## src/hdl/rgb_channel_histogram_top_defines.svh

```systemverilog
// assertion macros for the rgb channel histogram
// no dependencies; included by files that check their own logic
`ifndef RGB_CHANNEL_HISTOGRAM_TOP_DEFINES_SVH
`define RGB_CHANNEL_HISTOGRAM_TOP_DEFINES_SVH

`ifndef SYNTH
`define RCH_ASSERT(name, clk, rst_n, prop) \
  name: assert property (@(posedge clk) disable iff (!rst_n) prop) \
    else $error("rch assertion failed");
`define RCH_ASSERT_NR(name, clk, prop) \
  name: assert property (@(posedge clk) prop) \
    else $error("rch assertion failed");
`else
`define RCH_ASSERT(name, clk, rst_n, prop)
`define RCH_ASSERT_NR(name, clk, prop)
`endif

`endif

```

## src/hdl/rch_pkg.sv

```systemverilog
// shared types and constants of the rgb channel histogram
// no dependencies
package rch_pkg;

  localparam int unsigned NUM_CH = 3;

  typedef enum logic [1:0] {
    REQ_COUNT = 2'd0,
    REQ_READ  = 2'd1,
    REQ_CLEAR = 2'd2
  } req_e;

  typedef enum logic [1:0] {
    ST_CLEAR,
    ST_IDLE,
    ST_COUNT_WR,
    ST_READ_OUT
  } state_e;

  typedef struct packed {
    logic rd_pix;
    logic rd_bin;
    logic clr_we;
    logic cnt_we;
    logic ptr_clr;
    logic load_out;
  } cmd_t;

  typedef struct packed {
    logic ptr_last;
    logic out_free;
  } stat_t;

endpackage

```

## src/hdl/rch_ctrl.sv

```systemverilog
// request sequencer of the rgb channel histogram
// depends on rch_pkg and the defines header
`include "rgb_channel_histogram_top_defines.svh"

module rch_ctrl import rch_pkg::*; (
  input  logic       clk_i,
  input  logic       rst_ni,
  input  logic       s_tvalid_i,
  output logic       s_tready_o,
  input  logic [1:0] req_type_i,
  input  stat_t      stat_i,
  output cmd_t       cmd_o
);

  state_e state_q, state_d;

  always_ff @(posedge clk_i or negedge rst_ni) begin
    if (!rst_ni) begin
      state_q <= ST_CLEAR;
    end else begin
      state_q <= state_d;
    end
  end

  always_comb begin
    state_d    = state_q;
    cmd_o      = '0;
    s_tready_o = 1'b0;
    unique case (state_q)
      ST_CLEAR: begin
        cmd_o.clr_we = 1'b1;
        if (stat_i.ptr_last) begin
          state_d = ST_IDLE;
        end
      end
      ST_IDLE: begin
        s_tready_o = 1'b1;
        if (s_tvalid_i) begin
          unique case (req_e'(req_type_i))
            REQ_COUNT: begin
              cmd_o.rd_pix = 1'b1;
              state_d      = ST_COUNT_WR;
            end
            REQ_READ: begin
              cmd_o.rd_bin = 1'b1;
              state_d      = ST_READ_OUT;
            end
            REQ_CLEAR: begin
              cmd_o.ptr_clr = 1'b1;
              state_d       = ST_CLEAR;
            end
            default: ;
          endcase
        end
      end
      ST_COUNT_WR: begin
        cmd_o.cnt_we = 1'b1;
        state_d      = ST_IDLE;
      end
      ST_READ_OUT: begin
        if (stat_i.out_free) begin
          cmd_o.load_out = 1'b1;
          state_d        = ST_IDLE;
        end
      end
      default: state_d = ST_IDLE;
    endcase
  end

  `RCH_ASSERT_NR(a_one_writer, clk_i, !(cmd_o.clr_we && cmd_o.cnt_we))
  `RCH_ASSERT(a_count_writes_back, clk_i, rst_ni,
    (s_tvalid_i && s_tready_o && req_type_i == REQ_COUNT) |=> cmd_o.cnt_we)
  `RCH_ASSERT(a_load_when_free, clk_i, rst_ni, cmd_o.load_out |-> stat_i.out_free)
  `RCH_ASSERT(a_read_then_out, clk_i, rst_ni,
    (s_tvalid_i && s_tready_o && req_type_i == REQ_READ) |=> state_q == ST_READ_OUT)

endmodule

```

## config.mk

```make
export PLATFORM = sky130hd
export DESIGN_NAME = rch_ctrl
export DESIGN_NICKNAME = d
export VERILOG_FILES = /design/src/hdl/rch_pkg.sv /design/src/hdl/rch_ctrl.sv
export VERILOG_INCLUDE_DIRS = /design/src /design/src/hdl
export SDC_FILE = /design/constraint.sdc
export NUM_CORES = 1
export LEC_CHECK = 0
export BUFFER_PORTS_ARGS = -buffer_cell sky130_fd_sc_hd__buf_2
export CORE_AREA = 2 2 39 41
export CTS_CLUSTER_SIZE = 14
export DETAILED_ROUTE_END_ITERATION = 10
export DIE_AREA = 0 0 41 43
export PLACE_DENSITY = 0.4
export SYNTH_ARGS = -nofsm -noshare
export SYNTH_HDL_FRONTEND = slang
export SYNTH_SLANG_ARGS = --single-unit
```

## constraint.sdc

```tcl
create_clock -name clk_i -period 1.3 [get_ports clk_i]
set_clock_uncertainty 0.15 [all_clocks]
set_input_delay 0.26 -clock clk_i [delete_from_list [all_inputs] [get_ports clk_i]]
set_output_delay 0.26 -clock clk_i [all_outputs]
set_load 0.02 [all_outputs]
```

==> summary.md <==
| Metric | Value |
|---|---|
| Worst vdd ir | 328 uV |
| FF+latch count, synth | 2 |
| Chip Height | 43 um |
| Post-Syn Instances | 15 |
| Required @ worst endpoint | 0.89 ns |
| Synthesized area | 140 um2 |
| # setup viols final | 7 |
| Largest net degree at the start of global routing | 5 |
| Setup crit start | state_q[1] |
| HP Class | input port to flop |
| Vias in the first global route | 184 |
| F_max | 650 MHz |
| Final hold slack | 0.0687 ns |
| Synth Area per Inst | 9.34 um2 |
| NetSw | 0.143 mW |
| Die Wd | 41 um |
| Max reg flops | 2 |
| Setup TNS Final | -1.37 ns |
| DR DRC count | 0 |
| Sink Count | 2 |
| CTS Buf Count | 3 |
| Total Nets Final | 47 |
| Core box area | 1380 um2 |
| WP data arrival | 1.13 ns |
| Hold Startpoint | stat_i[0] |
| Latest clock arrival within the worst-skew pair | 0.23 ns |
| TritonCTS clock tree | yes |
| Top Registers | state_q: 2 flops |
| Max Slew Vio Count | 0 |
| Tot Pwr | 0.445 mW |
| Clock buffer depth | 2 |
| Least-Margin Pin Slew | 0.200 ns |
| CTS root buffer | clkbuf_4 |
| Critical path fanouts, max | 4 |
| Fillcell total | 156 |
| Vias post-DR | 207 |
| Layout area overhead | 158% |
| Reg with most FFs | state_q |
| Hold Fails Final Rpt | 0 |
| Initial Utilization | 10.1% |
| PnR worst setup slack | -0.238 ns |
| Mapped Nets | 22 |
| R2R Setup Slk | 0.21 ns |
| Reg power frac | 19.1% |
| Ant. Diodes | 0 |
| Unrepaired setup endpoints after global routing | true |
| Worst-path clk slew | 0.04 ns |
| Status | finished with violations |
| Sw Ratio | 32.1% |
| Clk pwr share | 35.3% |
| Input/output buffers | 13 |
| Synth cell types | 13 |
| Die ar. | 1760 um2 |
| DR vias/cell | 3.76 |
| Initial antenna violation count | 0 |
| Crit start category | flop |
| 1st-pass router iterations | 2 |
| R2r startpoint | state_q[1] |
| Hpwl dp | 415 um |
| GRT overflow | 0 |
| YS warnings | 0 |
| Fin crit period | 1.54 ns |
| Failing checks | negative setup slack |
| Final Cycle Share | 118% |
| Total Routing Usage GR | 6.93% |
| Int Pwr | 0.302 mW |
| Leakage | 0.183 nW |
| Placer Congestion | 0.677 |
| Site Rows | 14 |
| IO Pins | 14 |
| Combinational power share | 45.6% |
| Antenna viol nets, final | 0 |
| Total power divided by cell area | 1230 nW/um2 |
| Max Cap Viol | 0 |
| CP Class | flop to output port |
| Crit. End Element | output port |
| Avg WL per Cell | 9.55 um |
| Layout cell share with drive strength beyond 1 | 76.9% |
| CTS H-tree depth | 1 |
| First-pass GRT wire length | 779 um |
| Slew headroom | 86.6% |
| Final WL | 525 um |
| Post-synthesis sequential area ratio | 35.7% |
| Initial DRC count | 4 |
what timing repair did:
| item | CTS | global route |
|---|---|---|
| hold buffers | 1 | 0 |
| setup buffers | 0 | 2 |
| pin swaps | 1 | 2 |
| endpoints found under the hold margin | 2 | 0 |
| gates resized for setup | 10 | 4 |
| endpoints found under the setup margin | 7 | 7 |
metal layers:
layer	wire length (um)	track usage [%]	vias to the layer above
li1	-	-	106
met1	262	10.6	83
met2	171	6.25	16
met3	76	2.09	2
met4	14	8.00	0
met5	0	0	-
layout make-up:
class                   count  area, um2  share of cell area, %
well taps                  16       20.0                   5.54
repair buffers             20        156                   43.3
multi-input cells          12        104                   28.7
flip-flops and latches      2       51.3                   14.2
inverters                   1       3.75                   1.04
clock buffers               4       26.3                   7.27
synth_stat cells:
master	count	area, um2
and2b_2	1	8.76
nand2_1	2	7.51
nor4_1	1	6.26
nor3_1	1	5.00
nor2b_4	1	13.8
dfrtp_1	2	50.1
o32ai_1	1	8.76
nor2_1	1	3.75
a31oi_1	1	6.26
and4b_1	1	10.0
and3_2	1	7.51
and4_1	1	8.76
inv_1	1	3.75
cells by family (layout without fill, tap and decap cells):
group	count (synthesis)	in the layout	share of synthesized area, %
simple gates	10	10	50.9
flops	2	2	35.7
compound gates	2	2	10.7
buf+inv	1	25	2.68
cells in the final DEF, fill, tap and decap left out:
cell type      count
buf_4              8
buf_2              6
buf_6              5
clkbuf_4           3
nand2_1            2
nor2b_4            1
and4b_2            1
and3_2             1
nor2_4             1
and2b_2            1
nor4_2             1
inv_1              1
and4_4             1
nor3_1             1
a31oi_1            1
o32ai_1            1
clkbuf_1           1
dlygate4sd3_1      1
dfrtp_1            1
dfrtp_2            1
power by group through the flow:
stage	Combinational, mW	Sequential (mW)	Clock [mW]
4_1_cts	0.181	0.0863	0.166
5_1_grt	0.216	0.0872	0.165
3_5_place_dp	0.155	0.0871	0
6_report	0.203	0.0852	0.157
2_1_floorplan	0.0719	0.0901	0
3_3_place_gp	0.156	0.0884	0
through the flow:
stage	utilization (%)	worst slack (ns)	area, um2	std cells
2_1_floorplan	-	-0.0706	151	15
3_3_place_gp	19.8	-0.0363	274	49
3_5_place_dp	19.8	-0.0336	274	49
4_1_cts	24.6	-0.259	340	54
5_1_grt	26.1	-0.288	362	55
6_report	26.1	-0.238	362	55
worst max-delay path, cell delays in order (launching register included):
cell and delay (ns):
dfrtp_2 0.43, buf_4 0.15, and3_2 0.17, buf_4 0.15
path summary, 6_finish.rpt:
check,cells past startpoint,endpoint
worst max-delay path,3,cmd_o[0]
worst min-delay path,2,state_q[1]
worst max register to register,3,state_q[0]
worst min register to register,2,state_q[1]
max in group asynchronous,2,state_q[1]
min in group asynchronous,2,state_q[1]
No activity file was read; power rests on OpenSTA's default activity.
